[src/sv/mst_pkg.sv]
// Shared types and constants for the MRU site table.
// No dependencies; every other file in this folder uses it.
`timescale 1ns / 1ps
`default_nettype none

package mst_pkg;

  localparam int ENTRIES_DEF  = 16;
  localparam int KEY_BITS_DEF = 64;
  localparam int PPM_BITS     = 16;

  typedef enum logic [1:0] {
    REQ_TOUCH  = 2'd0,
    REQ_SET    = 2'd1,
    REQ_LOOKUP = 2'd2,
    REQ_NONE   = 2'd3
  } req_t;

  typedef enum logic [1:0] {
    ST_IDLE   = 2'd0,
    ST_MATCH  = 2'd1,
    ST_UPDATE = 2'd2
  } state_t;

  typedef struct packed {
    logic capture;
    logic shift;
  } cell_ctl_t;

endpackage

`default_nettype wire

[src/sv/mst_cell.sv]
// One table cell: holds a key and its correction, compares against the
// broadcast key and takes its neighbor's entry when told to shift.
// Depends on mst_pkg.
`timescale 1ns / 1ps
`default_nettype none

module mst_cell #(
  parameter int KEY_BITS = mst_pkg::KEY_BITS_DEF
) (
  input  wire logic                             clk,
  input  wire mst_pkg::cell_ctl_t               ctl,
  input  wire logic                             occupied,
  input  wire logic [KEY_BITS-1:0]              cmp_key,
  input  wire logic [KEY_BITS-1:0]              nb_key,
  input  wire logic signed [mst_pkg::PPM_BITS-1:0] nb_ppm,
  output logic [KEY_BITS-1:0]                   key,
  output logic signed [mst_pkg::PPM_BITS-1:0]   ppm,
  output logic                                  match
);

  always_ff @(posedge clk) begin
    if (ctl.capture) begin
      match <= occupied && (key == cmp_key);
    end
    if (ctl.shift) begin
      key <= nb_key;
      ppm <= nb_ppm;
    end
  end

endmodule

`default_nettype wire

[src/sv/mru_site_table_with_correction.sv]
// Top level of the MRU site table: a row of cells plus request control.
// Depends on mst_pkg and mst_cell.
`timescale 1ns / 1ps
`default_nettype none

// Most-recently-used table of keyed entries with a signed correction each.
// Every word passes three steps: ST_IDLE accepts it, in ST_MATCH every cell
// compares its key, and in ST_UPDATE the cells shift toward the back and
// the result word is loaded; the input stalls until the table is idle again.
// The result word waits in an output register, and the next word is
// accepted while it does. While an earlier result still waits under stall,
// the ST_UPDATE step of the next word is held until that result is taken.
// A key of zero or request type 3 changes nothing and returns all zeros.

module mru_site_table_with_correction #(
  parameter int ENTRIES  = mst_pkg::ENTRIES_DEF,
  parameter int KEY_BITS = mst_pkg::KEY_BITS_DEF
) (
  input  wire logic                                clk,
  input  wire logic                                rst,
  input  wire logic                                in_valid,
  output logic                                     in_stall,
  input  wire logic [1:0]                          req_type,
  input  wire logic [KEY_BITS-1:0]                 key,
  input  wire logic signed [mst_pkg::PPM_BITS-1:0] ppm_in,
  output logic                                     out_valid,
  input  wire logic                                out_stall,
  output logic                                     changed,
  output logic signed [mst_pkg::PPM_BITS-1:0]      ppm_out,
  output logic                                     was_present
);

  localparam int CW = $clog2(ENTRIES + 1);
  localparam int PW = mst_pkg::PPM_BITS;

  mst_pkg::state_t state, state_next;
  mst_pkg::req_t   req_q;
  logic [KEY_BITS-1:0] key_q;
  logic signed [PW-1:0] val_q;
  logic active;
  logic [CW-1:0] fill_count;

  logic [KEY_BITS-1:0]  cell_key [ENTRIES];
  logic signed [PW-1:0] cell_ppm [ENTRIES];
  logic [ENTRIES-1:0]   match;
  mst_pkg::cell_ctl_t   ctl [ENTRIES];

  logic accept, capture, finish, do_update, hit;
  logic signed [PW-1:0] carried, front_ppm, res_ppm;
  logic res_changed;

  assign accept = in_valid && !in_stall;

  always_ff @(posedge clk) begin
    if (rst) begin
      state <= mst_pkg::ST_IDLE;
    end else begin
      state <= state_next;
    end
  end

  always_comb begin
    state_next = state;
    in_stall   = 1'b1;
    capture    = 1'b0;
    finish     = 1'b0;
    unique case (state)
      mst_pkg::ST_IDLE: begin
        in_stall = 1'b0;
        if (in_valid) begin
          state_next = mst_pkg::ST_MATCH;
        end
      end
      mst_pkg::ST_MATCH: begin
        capture    = 1'b1;
        state_next = mst_pkg::ST_UPDATE;
      end
      mst_pkg::ST_UPDATE: begin
        if (!out_valid || !out_stall) begin
          finish     = 1'b1;
          state_next = mst_pkg::ST_IDLE;
        end
      end
      default: begin
        state_next = mst_pkg::ST_IDLE;
      end
    endcase
  end

  always_ff @(posedge clk) begin
    if (accept) begin
      req_q  <= mst_pkg::req_t'(req_type);
      key_q  <= key;
      val_q  <= ppm_in;
      active <= (key != '0) && (mst_pkg::req_t'(req_type) != mst_pkg::REQ_NONE);
    end
  end

  always_comb begin
    hit     = |match;
    carried = '0;
    for (int i = 0; i < ENTRIES; i++) begin
      carried = carried | (cell_ppm[i] & {PW{match[i]}});
    end
  end

  always_comb begin
    do_update   = 1'b0;
    front_ppm   = carried;
    res_changed = 1'b0;
    res_ppm     = '0;
    if (active) begin
      unique case (req_q)
        mst_pkg::REQ_TOUCH: begin
          do_update   = 1'b1;
          front_ppm   = hit ? carried : '0;
          res_changed = !hit;
        end
        mst_pkg::REQ_SET: begin
          do_update   = 1'b1;
          front_ppm   = val_q;
          res_changed = (hit ? carried : '0) != val_q;
        end
        mst_pkg::REQ_LOOKUP: begin
          res_ppm = hit ? carried : '0;
        end
        default: begin
          do_update = 1'b0;
        end
      endcase
    end
  end

  for (genvar i = 0; i < ENTRIES; i++) begin : g_cell
    always_comb begin
      ctl[i].capture = capture;
      if (i == 0) begin
        ctl[i].shift = finish && do_update;
      end else begin
        ctl[i].shift = finish && do_update &&
                       (hit ? (|match[ENTRIES-1:i]) : (fill_count >= CW'(i)));
      end
    end

    mst_cell #(
      .KEY_BITS(KEY_BITS)
    ) u_cell (
      .clk     (clk),
      .ctl     (ctl[i]),
      .occupied(fill_count > CW'(i)),
      .cmp_key (key_q),
      .nb_key  ((i == 0) ? key_q : cell_key[(i == 0) ? 0 : i-1]),
      .nb_ppm  ((i == 0) ? front_ppm : cell_ppm[(i == 0) ? 0 : i-1]),
      .key     (cell_key[i]),
      .ppm     (cell_ppm[i]),
      .match   (match[i])
    );
  end

  always_ff @(posedge clk) begin
    if (rst) begin
      fill_count <= '0;
      out_valid  <= 1'b0;
    end else begin
      if (finish && do_update && !hit && (fill_count < CW'(ENTRIES))) begin
        fill_count <= fill_count + CW'(1);
      end
      if (finish) begin
        out_valid <= 1'b1;
      end else if (!out_stall) begin
        out_valid <= 1'b0;
      end
    end
  end

  always_ff @(posedge clk) begin
    if (finish) begin
      changed     <= res_changed;
      ppm_out     <= res_ppm;
      was_present <= active && hit;
    end
  end

endmodule

`default_nettype wire

[config.mk]
export PLATFORM = sky130hd
export DESIGN_NAME = mru_site_table_with_correction
export DESIGN_NICKNAME = d
export VERILOG_FILES = /design/src/sv/mst_pkg.sv /design/src/sv/mst_cell.sv /design/src/sv/mru_site_table_with_correction.sv
export SDC_FILE = /design/constraint.sdc
export NUM_CORES = 2
export LEC_CHECK = 0
export BUFFER_PORTS_ARGS = -buffer_cell sky130_fd_sc_hd__buf_2
export CORE_MARGIN = 2
export CORE_UTILIZATION = 40
export DETAILED_ROUTE_END_ITERATION = 8
export GPL_ROUTABILITY_DRIVEN = 0
export RECOVER_POWER = 25
export SLEW_MARGIN = 10
export SYNTH_ARGS = -nofsm -noshare
export SYNTH_HDL_FRONTEND = slang
export SYNTH_HIERARCHICAL = 1
export SYNTH_SLANG_ARGS = --single-unit
[constraint.sdc]
create_clock -name clk -period 20.4 [get_ports clk]
set_clock_uncertainty 0.05 [all_clocks]
set_input_delay 2.04 -clock clk [delete_from_list [all_inputs] [get_ports clk]]
set_output_delay 2.04 -clock clk [all_outputs]
set_load 0.005 [all_outputs]
# Word-level counts from Yosys, hierarchy flattened
# Index checks and enable logic that the tools add are counted.
# classes
bitwise_logic	31
order_cmp	32
n_eq_ne	25
n_reduce_logical	62
add_sub_neg	1
muxes	30
# op_table
operator	n
equality test 64 bit	16
bitwise AND 16 bit	16
OR 16 bit	15
nonzero test 64 bit	1
>= comparator 5 x 4 -> 1 bit, second input constant	8
greater-than comparator 5 x 4 -> 1 bit, second input constant	8
logical AND 1 bit	37
two-way mux 16 bit	2
one-hot mux 16 bit (2 select lines)	1
two-way mux 1 bit	23
>= comparator 5 x 3 -> 1 bit, second input constant	4
greater-than comparator 5 x 3 -> 1 bit, second input constant	4
!= test 16 bit	1
OR reduction 16 bit	1
OR reduction 15 bit	1
OR reduction 14 bit	1
OR reduction 13 bit	1
OR reduction 12 bit	1
OR reduction 11 bit	1
>= comparator 5 x 2 -> 1 bit, second input constant	2
greater-than comparator 5 x 1 -> 1 bit, second input constant	2
greater-than comparator 5 x 2 -> 1 bit, second input constant	2
OR reduction 10 bit	1
OR reduction 9 bit	1
other kinds (21)	31
# word_totals
register_bits	1405
elab_cells	239
in_bits	86
out_inout_bits	20

# Depth between registers and ports, before layout
# depth
depth_word	19
ltp_mapped	10
ltp_nobuf	9

# Cells and area by module
# Netlist, hierarchy kept.
# by_module_without_submodules
mod	area_each_um2	instances	seq_area_each_um2	cells_per_inst
mst_cell	3164.3	16	2432.3	180
mru_site_table_with_correction	5879.4	1	3193.1	530

# Least setup slack after synthesis
# No wires, ideal clock.
# synth_timing
path_kind	in2reg
startpoint	in out_stall
endpoint	reg g_cell[1].u_cell.key[0] (enable)
n_path_buf	0
slack_ns	10.137
required_time_ns	19.687
stages	3
setup_time_ns	0.663
arrival_time_ns	9.550
path_cell_list	a21oi_1 nand2_1 a311oi_1
# synth_rtl
element	line_no	text
start: declaration	mru_site_table_with_correction.sv:27	input wire logic out_stall,
end signal: assignment	mst_cell.sv:26	key <= nb_key;
end: declaration	mst_cell.sv:16	output logic [KEY_BITS-1:0] key,

==> out/metrics.csv <==
metric;value;unit
grtUsageMet2;0.294;
async_reset_ff_frac;0;
max-vdd-ir-drop;0.0682;mV
cell_by_cell_trace_of_the_critical_path;or4_4 -> nor4_4 -> nand3b_2 -> nor2_2 -> o21ai_0 -> a21oi_4 -> buf_4;
finalCoreUtilization;0.461;
seq_area;42100;um2
grt.overflow.total;0;
max_cap_violations;0;
reg2reg_from;g_cell[14].u_cell/match;
yosysWarningCount;6;
critical_path_class;flip-flop to flip-flop;
worstSetupStartpointType;flip-flop;
groute.layer.met1.usage;0.255;
clk_root_buffer_cell;sky130_fd_sc_hd__clkbuf_16;
detailedPlacementHpwl;97.2;mm
fraction_of_final_layout_cells_sized_beyond_drive_strength_1;0.113;
die_height;380;um
synth_top_area_cells;sky130_fd_sc_hd__edfxtp_1 74%, sky130_fd_sc_hd__xnor2_1 7.0%, sky130_fd_sc_hd__xor2_1 5.7%;
cts-root-to-sink-buffers;3;
clkSinkCount;1405;
min_period;5060;ps
route.detailed.wl_per_inst;23.6;um
setup.worst_path.end_class;flip-flop;
crit_slowest_cell;sky130_fd_sc_hd__a21oi_4;
clock_input_transition_at_the_sequential_cells_of_the_worst_setup_and_hold_paths;60;ps
setup_viol;0;
largest_net_degree_at_the_start_of_global_routing;72;
grt_pass1_wl;198;mm
crit_fanout;58;
ys_seq_area_frac;0.745;
synth-seq-cells;1405;
synth.net_count;3501;
ys.flop_type;sky130_fd_sc_hd__edfxtp_1;
rsz0062_at_grt;false;
io_buffer_count;105;
core_area;140000;um2
final-max-slew-violation-count;0;
tritoncts;built;
syn_avg_cell_area;16.6;um2
routed_wirelength;134;mm
status;finished, final reports clean;
synthesis_to_layout_area_growth;14.1;%
rows;137;
report.final.hold_viol_count;0;
layout_worst_path_cycle_share;0.248;
n_fill_cell;12044;
netlist_top_cells_count;1397 x sky130_fd_sc_hd__edfxtp_1, 449 x sky130_fd_sc_hd__xnor2_1, 370 x sky130_fd_sc_hd__xor2_1;
drc;0;
die_area;144000;um2
synth_largest_area_cell;sky130_fd_sc_hd__edfxtp_1;
worstMarginPinSlew;1240;ps
synth_top_area_frac;0.742;
synthesis.area;56500;um2
post_cts_resized;0;
hold_path.startpoint;g_cell[3].u_cell/key[2];
depth_of_the_worst_register_to_register_path;7;
die_x;380;um
most_repeated_cell_in_the_gate_level_netlist_after_synthesis;sky130_fd_sc_hd__edfxtp_1;
critPathMaxStageDelay;840;ps
setup_tns;0;ps
synth_enable_flop_cells;1397;
r2r_slack;15340;ps
vias;30381;
detail_route.iter0.violations;3129;
crit_required;20740;ps
powerDensity;93.2;nW/um2
grt_most_used_layer;met2;
synthDistinctLibCells;51;
worst_slew_margin_rel;0.176;
clk_latency;770;ps
worst_hold_path.num_cells;0;
floorplan.initialDensity;0.404;
grtUsageMet3;0.0343;
min_path_type;flip-flop to flip-flop;
timing.critical_path.arrival;5400;ps
maximum_frequency_from_static_timing_analysis;198;MHz
reg2reg_to;g_cell[13].u_cell/key[51];
total_leakage_power;20.9;nW
combined_global_route_utilization_of_all_metal_layers;0.184;
vias_per_cell;5.35;
synthCells;3410;
htree_num_levels;4;
drt.antenna.violating_nets;0;
antenna_found_initial;3;
boundaryPins;106;
cts_inserted_buffers;141;
timing.critical_path.max_delay_family;simple AND/OR/NAND/NOR gates;
detail_route.first_pass.iterations;6;
post_cts_hold_fix_bufs;0;
multi_input_area;13600;um2
post-cts-setup-buffer-count;0;
nNetsFinal;3793;
hold_path_end;g_cell[4].u_cell/key[2];
first_global_vias;30490;
critPathBufInv;1;
tot_pwr;6.01;mW
-- per-stage QoR --
step | instance area (um2) | cells | hold WS [ps] | setup slack (ps)
floorplan | 56500 | 3410 | 376 | 10140
global placement | 60100 | 5435 | 379 | 15100
detailed placement | 60100 | 5435 | 383 | 15060
CTS | 64500 | 5680 | 394 | 15360
global route | 64500 | 5681 | 397 | 15060
finish | 64500 | 5684 | 393 | 15340
-- kinds of logic (layout without fill, tap and decap cells) --
logic type	count (synthesis)	in the layout	share of synthesized area
DFF	1405	1405	0.745
xor gates and xnor gates	819	819	0.127
and+or+nand+nor	495	495	0.0527
AOI/OAI and AO/OA	410	410	0.0553
buffers and inverters	275	669	0.0185
adders and majority gates	5	5	0.00111
muxes	1	1	0.000177
other	0	4	0
-- registers in the layout, summed over array words and instances (netlist names) --
name / flops
g_cell.u_cell/key: 1024
g_cell.u_cell/ppm: 256
key_q: 64
g_cell.u_cell/match: 16
ppm_out: 16
val_q: 16
fill_count: 5
req_q: 2
state: 2
active: 1
changed: 1
out_valid: 1
was_present: 1
-- per-layer routing --
metal / wire length (um) / part of all wire
met4: 3950 / 0.029
met1: 59000 / 0.44
met3: 8760 / 0.065
met2: 62600 / 0.47
met5: 0 / 0
-- how the worst max path moves through the flow --
stage,endpoint,slack [ps],cells past startpoint,startpoint
floorplan,g_cell[1].u_cell/key[0],10140,3,out_stall
detailed placement,g_cell[7].u_cell/key[12],15060,8,out_stall
global route,g_cell[11].u_cell/key[37],15060,7,g_cell[14].u_cell/match
CTS,g_cell[11].u_cell/key[20],15360,7,g_cell[14].u_cell/match
global placement,g_cell[7].u_cell/key[12],15100,8,out_stall
finish,g_cell[13].u_cell/key[51],15340,7,g_cell[14].u_cell/match
-- area by class of cell --
class / count / area share
antenna: 4 / 0.000155
clock buffer: 172 / 0.0575
clock inverter: 73 / 0.0111
inverter: 231 / 0.0135
multi-input combinational: 1730 / 0.210
sequential: 1405 / 0.653
tap: 1876 / 0.0364
timing repair buffer: 193 / 0.0184
-- report_power, final --
group          total [mW]  internal, mW  switching (mW)  leakage (nW)
registers            3.23          3.19          0.0417          12.7
logic               0.270         0.101           0.169          5.98
clock network        2.51          1.44            1.08          2.16
total                6.01          4.73            1.29          20.9
-- cells in the final DEF, fill, tap and decap left out, types with 32 or more instances in the layout --
master	netlist	routed
sky130_fd_sc_hd__o22ai_1	80	80
sky130_fd_sc_hd__a22o_1	62	62
sky130_fd_sc_hd__buf_2	4	105
sky130_fd_sc_hd__a22oi_1	36	36
sky130_fd_sc_hd__nand3_1	36	36
sky130_fd_sc_hd__a221oi_1	94	94
sky130_fd_sc_hd__inv_1	230	229
sky130_fd_sc_hd__o21ai_0	33	33
sky130_fd_sc_hd__clkbuf_16	0	144
sky130_fd_sc_hd__nor4_1	148	144
sky130_fd_sc_hd__o2bb2ai_1	32	32
sky130_fd_sc_hd__nor2_1	57	51
sky130_fd_sc_hd__nand4_1	155	155
sky130_fd_sc_hd__buf_4	0	88
sky130_fd_sc_hd__xnor2_1	449	449
sky130_fd_sc_hd__edfxtp_1	1397	1397
sky130_fd_sc_hd__xor2_1	370	370
Power figures use the tool's default switching activity.
